File: src/design/tkmq_pkg.sv
// Shared types, constants and helpers of the topic-keyed multi-queue FIFO.
package tkmq_pkg;

  localparam int unsigned NUM_QUEUES   = 2;
  localparam int unsigned QUEUE_DEPTH  = 4;
  localparam int unsigned NUM_CFG_REGS = 2;

  localparam int unsigned QueueW  = (NUM_QUEUES > 1) ? $clog2(NUM_QUEUES) : 1;
  localparam int unsigned SlotW   = $clog2(QUEUE_DEPTH);
  localparam int unsigned FillW   = $clog2(QUEUE_DEPTH + 1);
  localparam int unsigned StoreD  = NUM_QUEUES * QUEUE_DEPTH;
  localparam int unsigned StoreAw = (StoreD > 1) ? $clog2(StoreD) : 1;
  localparam int unsigned CfgIdxW = (NUM_CFG_REGS > 1) ? $clog2(NUM_CFG_REGS) : 1;
  localparam int unsigned CfgDataW = 9;

  localparam logic       OP_PUSH = 1'b0;
  localparam logic       OP_POP  = 1'b1;

  localparam logic [1:0] ST_OK       = 2'd0;
  localparam logic [1:0] ST_NO_TOPIC = 2'd1;
  localparam logic [1:0] ST_FULL     = 2'd2;
  localparam logic [1:0] ST_EMPTY    = 2'd3;

  typedef struct packed {
    logic        operation;
    logic [7:0]  topic;
    logic [31:0] payload;
  } cmd_t;

  typedef struct packed {
    logic [1:0]  status;
    logic [15:0] entry_number;
    logic [31:0] data_out;
  } res_t;

  typedef struct packed {
    logic [15:0] seq;
    logic [31:0] data;
  } entry_t;

  typedef struct packed {
    logic signed [16:0] last_read;
    logic [15:0]        next_seq;
    logic [FillW-1:0]   fill;
    logic [SlotW-1:0]   wslot;
    logic [SlotW-1:0]   rslot;
  } ctrl_t;

  typedef struct packed {
    logic              hit;
    logic [QueueW-1:0] queue;
  } lookup_t;

  localparam ctrl_t CTRL_RESET = '{
    last_read: -17'sd1,
    next_seq:  16'd0,
    fill:      '0,
    wslot:     '0,
    rslot:     '0
  };

  function automatic logic [SlotW-1:0] slot_advance(input logic [SlotW-1:0] slot);
    logic [SlotW-1:0] nxt;
    if (slot == SlotW'(QUEUE_DEPTH - 1)) begin
      nxt = '0;
    end else begin
      nxt = slot + SlotW'(1);
    end
    return nxt;
  endfunction

endpackage

File: src/design/topic_keyed_multi_queue_fifo_unit.sv
// Top level of the topic-keyed multi-queue FIFO: sequencer around two RAMs.
//
// A command is taken when start_i is high and busy_o is low. A push, a topic
// miss, a full push or an empty pop goes through the S_CTRL state and raises
// done_o at the same edge that clears busy, so the next command can already be
// taken while done_o is high. A successful pop also passes through the S_POP
// state, since it reads the per-queue control record RAM and then the entry
// RAM, each with registered read data. Each result shows on result_o for
// exactly one cycle with done_o high and cannot be held off. Queue topics are
// written through cfg_we_i/cfg_idx_i/cfg_wdata_i; the user must write them only
// while no command is in flight, which the block itself does not enforce. A
// negative topic leaves the queue unused.
module topic_keyed_multi_queue_fifo_unit (
  input  logic                          clk_i,
  input  logic                          rst_ni,
  input  logic                          cfg_we_i,
  input  logic [tkmq_pkg::CfgIdxW-1:0]  cfg_idx_i,
  input  logic [tkmq_pkg::CfgDataW-1:0] cfg_wdata_i,
  input  logic                          start_i,
  input  tkmq_pkg::cmd_t                cmd_i,
  output logic                          busy_o,
  output logic                          done_o,
  output tkmq_pkg::res_t                result_o
);
  import tkmq_pkg::*;

  localparam logic [1:0] S_IDLE = 2'd0;
  localparam logic [1:0] S_CTRL = 2'd1;
  localparam logic [1:0] S_POP  = 2'd2;

  logic [1:0]        state_q, state_d;
  logic              done_q, done_d;
  res_t              res_q, res_d;
  logic              op_q;
  logic [31:0]       payload_q;
  logic              hit_q;
  logic [QueueW-1:0] queue_q;
  ctrl_t             ctrl_hold_q;
  logic [NUM_QUEUES-1:0] ctrl_vld_q;

  lookup_t           match;
  ctrl_t             ctrl_rdata, ctrl_cur, ctrl_wdata;
  logic              ctrl_we;
  entry_t            ent_rdata, ent_wdata;
  logic              ent_we;
  logic [StoreAw-1:0] ent_base, ent_waddr, ent_raddr;
  logic              accept;

  assign accept = start_i && !busy_o;

  tkmq_lookup u_lookup (
    .clk_i       (clk_i),
    .rst_ni      (rst_ni),
    .cfg_we_i    (cfg_we_i),
    .cfg_idx_i   (cfg_idx_i),
    .cfg_wdata_i (cfg_wdata_i),
    .topic_i     (cmd_i.topic),
    .match_o     (match)
  );

  tkmq_ram #(
    .Width ($bits(ctrl_t)),
    .Depth (NUM_QUEUES)
  ) u_ctrl_ram (
    .clk_i   (clk_i),
    .we_i    (ctrl_we),
    .waddr_i (queue_q),
    .wdata_i (ctrl_wdata),
    .raddr_i (match.queue),
    .rdata_o (ctrl_rdata)
  );

  tkmq_ram #(
    .Width ($bits(entry_t)),
    .Depth (StoreD)
  ) u_entry_ram (
    .clk_i   (clk_i),
    .we_i    (ent_we),
    .waddr_i (ent_waddr),
    .wdata_i (ent_wdata),
    .raddr_i (ent_raddr),
    .rdata_o (ent_rdata)
  );

  assign ctrl_cur  = ctrl_vld_q[queue_q] ? ctrl_rdata : CTRL_RESET;
  assign ent_base  = StoreAw'(queue_q * QUEUE_DEPTH);
  assign ent_waddr = ent_base + StoreAw'(ctrl_cur.wslot);
  assign ent_raddr = ent_base + StoreAw'(ctrl_cur.rslot);
  assign ent_wdata = '{seq: ctrl_cur.next_seq, data: payload_q};

  always_comb begin
    state_d    = state_q;
    done_d     = 1'b0;
    res_d      = '0;
    ctrl_we    = 1'b0;
    ctrl_wdata = ctrl_cur;
    ent_we     = 1'b0;
    case (state_q)
      S_IDLE: begin
        if (accept) begin
          state_d = S_CTRL;
        end
      end
      S_CTRL: begin
        done_d  = 1'b1;
        state_d = S_IDLE;
        if (!hit_q) begin
          res_d.status = ST_NO_TOPIC;
        end else if (op_q == OP_PUSH) begin
          if (ctrl_cur.fill == FillW'(QUEUE_DEPTH)) begin
            res_d.status = ST_FULL;
          end else begin
            ent_we              = 1'b1;
            ctrl_we             = 1'b1;
            ctrl_wdata.wslot    = slot_advance(ctrl_cur.wslot);
            ctrl_wdata.fill     = ctrl_cur.fill + FillW'(1);
            ctrl_wdata.next_seq = ctrl_cur.next_seq + 16'd1;
            res_d.status        = ST_OK;
            res_d.entry_number  = ctrl_cur.next_seq;
          end
        end else if (ctrl_cur.fill == '0) begin
          res_d.status = ST_EMPTY;
        end else begin
          done_d  = 1'b0;
          state_d = S_POP;
        end
      end
      S_POP: begin
        ctrl_we              = 1'b1;
        ctrl_wdata           = ctrl_hold_q;
        ctrl_wdata.rslot     = slot_advance(ctrl_hold_q.rslot);
        ctrl_wdata.fill      = ctrl_hold_q.fill - FillW'(1);
        ctrl_wdata.last_read = signed'({1'b0, ent_rdata.seq});
        done_d               = 1'b1;
        res_d.status         = ST_OK;
        res_d.entry_number   = ent_rdata.seq;
        res_d.data_out       = ent_rdata.data;
        state_d              = S_IDLE;
      end
      default: begin
        state_d = S_IDLE;
      end
    endcase
  end

  always_ff @(posedge clk_i or negedge rst_ni) begin
    if (!rst_ni) begin
      state_q    <= S_IDLE;
      done_q     <= 1'b0;
      ctrl_vld_q <= '0;
    end else begin
      state_q <= state_d;
      done_q  <= done_d;
      if (ctrl_we) begin
        ctrl_vld_q[queue_q] <= 1'b1;
      end
    end
  end

  always_ff @(posedge clk_i) begin
    res_q <= res_d;
    if (accept) begin
      op_q      <= cmd_i.operation;
      payload_q <= cmd_i.payload;
      hit_q     <= match.hit;
      queue_q   <= match.queue;
    end
    if (state_q == S_CTRL) begin
      ctrl_hold_q <= ctrl_cur;
    end
  end

  assign busy_o   = (state_q != S_IDLE);
  assign done_o   = done_q;
  assign result_o = res_q;

  a_done_after_work: assert property (@(posedge clk_i) disable iff (!rst_ni)
    done_o |-> ($past(state_q) == S_CTRL || $past(state_q) == S_POP))
    else $error("result strobe without a finished command");

  a_accept_busy: assert property (@(posedge clk_i) disable iff (!rst_ni)
    accept |=> busy_o)
    else $error("accepted command did not raise busy");

  a_fail_zero: assert property (@(posedge clk_i) disable iff (!rst_ni)
    (done_o && result_o.status != ST_OK) |->
      (result_o.entry_number == 16'd0 && result_o.data_out == 32'd0))
    else $error("failed command returned nonzero fields");

  a_store_write: assert property (@(posedge clk_i) disable iff (!rst_ni)
    ent_we |-> (state_q == S_CTRL && hit_q && op_q == OP_PUSH))
    else $error("entry write outside a push");

endmodule

File: src/design/tkmq_ram.sv
// Generic single-write, single-read RAM with registered read data.
module tkmq_ram #(
  parameter int unsigned Width = 8,
  parameter int unsigned Depth = 2,
  localparam int unsigned Aw   = (Depth > 1) ? $clog2(Depth) : 1
) (
  input  logic             clk_i,
  input  logic             we_i,
  input  logic [Aw-1:0]    waddr_i,
  input  logic [Width-1:0] wdata_i,
  input  logic [Aw-1:0]    raddr_i,
  output logic [Width-1:0] rdata_o
);

  logic [Width-1:0] mem [Depth];
  logic [Width-1:0] rdata_q;

  always_ff @(posedge clk_i) begin
    if (we_i) begin
      mem[waddr_i] <= wdata_i;
    end
    rdata_q <= mem[raddr_i];
  end

  assign rdata_o = rdata_q;

endmodule

File: src/design/tkmq_lookup.sv
// Topic registers per queue and the priority match of a topic to a queue.
module tkmq_lookup (
  input  logic                             clk_i,
  input  logic                             rst_ni,
  input  logic                             cfg_we_i,
  input  logic [tkmq_pkg::CfgIdxW-1:0]     cfg_idx_i,
  input  logic [tkmq_pkg::CfgDataW-1:0]    cfg_wdata_i,
  input  logic [7:0]                       topic_i,
  output tkmq_pkg::lookup_t                match_o
);
  import tkmq_pkg::*;

  logic [CfgDataW-1:0] topic_q [NUM_QUEUES];

  always_ff @(posedge clk_i or negedge rst_ni) begin
    if (!rst_ni) begin
      for (int i = 0; i < NUM_QUEUES; i++) begin
        topic_q[i] <= '1;
      end
    end else if (cfg_we_i) begin
      for (int i = 0; i < NUM_QUEUES; i++) begin
        if (i < NUM_CFG_REGS && cfg_idx_i == CfgIdxW'(i)) begin
          topic_q[i] <= cfg_wdata_i;
        end
      end
    end
  end

  always_comb begin
    match_o = '0;
    for (int i = NUM_QUEUES - 1; i >= 0; i--) begin
      if (!topic_q[i][CfgDataW-1] && topic_q[i][7:0] == topic_i) begin
        match_o.hit   = 1'b1;
        match_o.queue = QueueW'(i);
      end
    end
  end

endmodule

File: config.mk
export PLATFORM = sky130hd
export DESIGN_NAME = topic_keyed_multi_queue_fifo_unit
export DESIGN_NICKNAME = d
export VERILOG_FILES = /design/src/design/tkmq_pkg.sv /design/src/design/topic_keyed_multi_queue_fifo_unit.sv /design/src/design/tkmq_ram.sv /design/src/design/tkmq_lookup.sv
export SDC_FILE = /design/constraint.sdc
export NUM_CORES = 1
export LEC_CHECK = 0
export BUFFER_PORTS_ARGS = -buffer_cell sky130_fd_sc_hd__buf_2
export CORE_MARGIN = 2
export CORE_UTILIZATION = 50
export DETAILED_ROUTE_END_ITERATION = 6
export PLACE_DENSITY = 0.66
export SLEW_MARGIN = 20
export SYNTH_ARGS = -nofsm -noshare
export SYNTH_HDL_FRONTEND = slang
export SYNTH_SLANG_ARGS = --single-unit
File: constraint.sdc
create_clock -name clk_i -period 8 [get_ports clk_i]
set_input_delay 0.8 -clock clk_i [delete_from_list [all_inputs] [get_ports clk_i]]
set_output_delay 0.8 -clock clk_i [all_outputs]
set_load 0.01 [all_outputs]
==> flow_summary.yaml <==
outcome:
  status: "finished clean"
routing:
  dr_pass1_iterations: 6
  wire_per_inst_um: 20.9
  total_number_of_vias: 11500
  detail-route-antenna-nets: 0
  finalWirelength_mm: 44.3
  dr.first_iter.drc_count: 883
  viasPerCell: 5.43
  drt_drc_violations_left: 0
timing:
  final.setup_skew_ns: 0.0308
  timing_limited_maximum_frequency_mhz: 233
  report.final.slew_viol_count: 0
  finalSetupViolations: 0
  period_needed_ns: 4.29
  worst-slew-pin-transition_ns: 1.11
  worst_hold_slack_ns: 0.167
  setup_total_negative_slack_ns: 0
  post-route-period-util: 0.537
  final_hold_viol_count: 0
  rsz0062_at_grt: "no"
  timing.slew.headroom: 0.259
clocking:
  hold_buffers: 0
  htree_num_levels: 2
  clk-insertion-delay-late_ns: 0.64
  cts_buffers: 61
  tritoncts_clock_tree: "done"
  cts-root-buf: "sky130_fd_sc_hd__clkbuf_16"
  cts_setup_buffers: 0
  cts.path.max_buffers: 3
  post_cts_resize_count: 0
  path_clk_slew_ns: 0.06
  cts.sinks: 632
pwr:
  sw_frac_of_total: 0.262
  power_leakage_uw: 0.00959
  clock_power_share: 0.338
  power.share.sequential: 0.499
  power-per-cell-area_nw_per_um2: 320
  power_switching_uw: 2220
  p_int_uw: 6260
  relative_contribution_of_combinational_cells_to_total_power: 0.162
  worst_ir_drop_vdd_mv: 0.213
floorplanning:
  io_pins: 107
  num_rows: 79
  floorplan.initialDensity: 0.504
  die-area_um2: 48400
  core-area_um2: 46300
  die_h_um: 220
  dieWidth_um: 220
synth:
  postSynthCellCount: 1337
  synthArstFlopShare: 0.0364
  synth_sequential_area_ratio: 0.758
  synth_edf_count: 488
  postSynthRegisterBits: 632
  synth_flop_cell: "sky130_fd_sc_hd__edfxtp_1"
  synth-warning-count: 0
  yosysUniqueCellTypes: 55
  post_synthesis_net_count: 1401
  mapped_cell_area_um2: 23300
  synth.avg_cell_area_um2: 17.4
min_path:
  holdCritPathClass: "in -> async"
critical_path:
  critPathSlowestCell: "sky130_fd_sc_hd__buf_4"
  worst-endpoint-arrival_ns: 4.54
  nature_of_the_critical_path_endpoint: "flop"
  timing.critical_path.buf_inv: 2
  cp_max_fo: 55
  worst_path_largest_cell_delay_ns: 0.74
  crit_path_start_kind: "flop"
  path_common_cell: "sky130_fd_sc_hd__buf_4"
  timing.setup.critical_path_class: "reg -> reg"
  critical_path_required_ns: 8.25
  crit_path_cell_trace: "buf_4, mux2_4, nand2_1, ha_1, a31oi_1, nand3_1, nor2_4, buf_4"
  worst_path_dominant_cell_family: "buffers and inverters"
final_layout:
  fin_area_um2: 26600
  signed_area_change_from_the_synthesized_netlist_to_the_final_layout_pct: 13.9
  final-instance-count-excl-fill: 2122
  number_of_inserted_filler_cells_in_the_final_layout: 3551
  antenna-diode-count: 0
  finish.net_count: 1527
  drive_gt1_frac: 0.218
grt:
  grt_start_max_net_pins: 125
  grt_pass1_wl_mm: 67.6
  first_global_vias: 11700
  global_route.overflow_total: 0
  grt_util_all_layers: 0.187
  grt_antenna_before_repair: 1
placed_design:
  hpwlAfterDp_mm: 23.0
  post_dp_cell_area_um2: 24500
  gpl.final_weighted_congestion: 0.793
  placed_cells_incl_taps: 2007
  placement.io_buffers: 106
job:
  max_cap_viol_count: 0
path summary, 6_finish.rpt:
check,from,endpoint,slack [ns],depth (start not counted)
setup / recovery,queue_q,u_entry_ram.mem[1][28],3.71,8
hold / removal,rst_ni,ctrl_vld_q[0],0.17,1
setup reg to reg,queue_q,u_entry_ram.mem[1][28],3.71,8
hold reg to reg,u_entry_ram.rdata_o[28],result_o[28],0.43,1
max in group asynchronous,rst_ni,u_lookup.topic_q[2],7.46,1
min in group clk_i,cmd_i[6],payload_q[6],0.33,1
kinds of logic after synthesis:
logic type               count (synthesis)  share of synthesized area
adder cells (fa/ha/maj)                  9                    0.00483
XOR/XNOR                                18                    0.00676
AND/OR/NAND/NOR                        182                     0.0392
flip-flops                             632                      0.758
AO/OA/AOI/OAI                          123                     0.0352
multiplexers                           234                      0.129
buffers and inverters                  139                     0.0263
final cells by class:
| class | instances | area, um2 | share of cell area |
|---|---|---|---|
| Inverter | 77 | 289 | 0.0109 |
| Timing Repair Buffer | 125 | 686 | 0.0258 |
| Sequential cell | 632 | 17700 | 0.666 |
| Clock buffer | 76 | 1620 | 0.0611 |
| Clock inverter | 39 | 403 | 0.0152 |
| Multi-Input combinational cell | 566 | 5120 | 0.193 |
| Tap cell | 607 | 759 | 0.0286 |
layout by cell type (no fill, tap or decap), drive strengths merged, types with 3 or more instances in the layout:
| cell type | Yosys | routed |
|---|---|---|
| a21boi | 3 | 3 |
| dfstp | 18 | 18 |
| xor2 | 4 | 4 |
| clkbuf | 33 | 76 |
| or4 | 3 | 3 |
| ha | 9 | 9 |
| a221o | 11 | 11 |
| o221ai | 5 | 5 |
| nor4 | 4 | 4 |
| and3 | 4 | 4 |
| clkinvlp | 0 | 5 |
| mux2i | 142 | 142 |
| a31oi | 3 | 3 |
| nand3 | 18 | 18 |
| nand4 | 3 | 3 |
| a21oi | 5 | 5 |
| o22ai | 61 | 61 |
| buf | 29 | 125 |
| nand2b | 4 | 4 |
| clkinv | 0 | 25 |
| nor2 | 30 | 30 |
| inv | 77 | 79 |
| mux2 | 44 | 44 |
| dfrtp | 5 | 5 |
| dfxtp | 121 | 121 |
| edfxtp | 488 | 488 |
| a22o | 4 | 4 |
| mux4 | 48 | 48 |
| bufinv | 0 | 7 |
| nor3 | 7 | 7 |
| and2 | 36 | 36 |
| xnor2 | 14 | 14 |
| nand2 | 66 | 66 |
| o21ai | 23 | 23 |
| nor2b | 3 | 3 |
cells in the mapped netlist, types with 3 or more instances:
| cell | instances | area, um2 |
|---|---|---|
| sky130_fd_sc_hd__a21oi_1 | 5 | 25.0 |
| sky130_fd_sc_hd__a221o_1 | 11 | 110 |
| sky130_fd_sc_hd__a22o_1 | 4 | 35.0 |
| sky130_fd_sc_hd__a31oi_1 | 3 | 18.8 |
| sky130_fd_sc_hd__and2_1 | 36 | 225 |
| sky130_fd_sc_hd__and3_1 | 4 | 25.0 |
| sky130_fd_sc_hd__buf_2 | 19 | 95.1 |
| sky130_fd_sc_hd__buf_6 | 8 | 90.1 |
| sky130_fd_sc_hd__clkbuf_1 | 32 | 120 |
| sky130_fd_sc_hd__dfrtp_1 | 5 | 125 |
| sky130_fd_sc_hd__dfstp_2 | 18 | 473 |
| sky130_fd_sc_hd__dfxtp_1 | 121 | 2420 |
| sky130_fd_sc_hd__edfxtp_1 | 488 | 14700 |
| sky130_fd_sc_hd__ha_1 | 9 | 113 |
| sky130_fd_sc_hd__inv_1 | 76 | 285 |
| sky130_fd_sc_hd__mux2_1 | 24 | 270 |
| sky130_fd_sc_hd__mux2_2 | 19 | 214 |
| sky130_fd_sc_hd__mux2i_1 | 141 | 1410 |
| sky130_fd_sc_hd__mux4_2 | 48 | 1080 |
| sky130_fd_sc_hd__nand2_1 | 66 | 248 |
| sky130_fd_sc_hd__nand2b_1 | 4 | 25.0 |
| sky130_fd_sc_hd__nand3_1 | 18 | 90.1 |
| sky130_fd_sc_hd__nor2_1 | 29 | 109 |
| sky130_fd_sc_hd__nor2b_1 | 3 | 18.8 |
| sky130_fd_sc_hd__nor3_1 | 7 | 35.0 |
| sky130_fd_sc_hd__o21ai_0 | 19 | 95.1 |
| sky130_fd_sc_hd__o21ai_1 | 4 | 20.0 |
| sky130_fd_sc_hd__o221ai_1 | 5 | 43.8 |
| sky130_fd_sc_hd__o22ai_1 | 61 | 382 |
| sky130_fd_sc_hd__or4_1 | 3 | 22.5 |
| sky130_fd_sc_hd__xnor2_1 | 14 | 123 |
| sky130_fd_sc_hd__xor2_1 | 4 | 35.0 |
flip-flops by register name, indices dropped and copies added, names as in the netlist:
name	cells
u_ctrl_ram.rdata_o	23
hit_q	1
u_entry_ram.mem	384
payload_q	32
u_ctrl_ram.mem	46
queue_q	1
ctrl_vld_q	2
u_entry_ram.rdata_o	48
u_lookup.topic_q	18
result_o	50
state_q	2
op_q	1
done_o	1
ctrl_hold_q	23
routing by layer:
metal  vias up  global-route usage  routed length, um
met4         0              0.0649               1130
met5         -                   0                  0
met2       323               0.304              21300
met1      5785               0.261              19700
li1       5340                   -                  -
met3        79              0.0244               2150
metrics by stage:
step,total power [uW],setup WS (ns),util
CTS,8570,3.71,0.574
global route,8840,3.43,0.574
floorplan,5250,2.09,-
finish,8490,3.71,0.574
detailed placement,5700,3.73,0.530
global placement,5650,3.86,0.530
power groups by stage:
stage | Combinational [uW] | Sequential, uW | Clock, uW
6_report | 1380 | 4240 | 2870
5_1_grt | 1520 | 4270 | 3050
4_1_cts | 1400 | 4240 | 2940
3_5_place_dp | 1390 | 4310 | 0
3_3_place_gp | 1350 | 4300 | 0
2_1_floorplan | 1000 | 4250 | 0
Note: power is estimated with default switching activity, not from simulation.
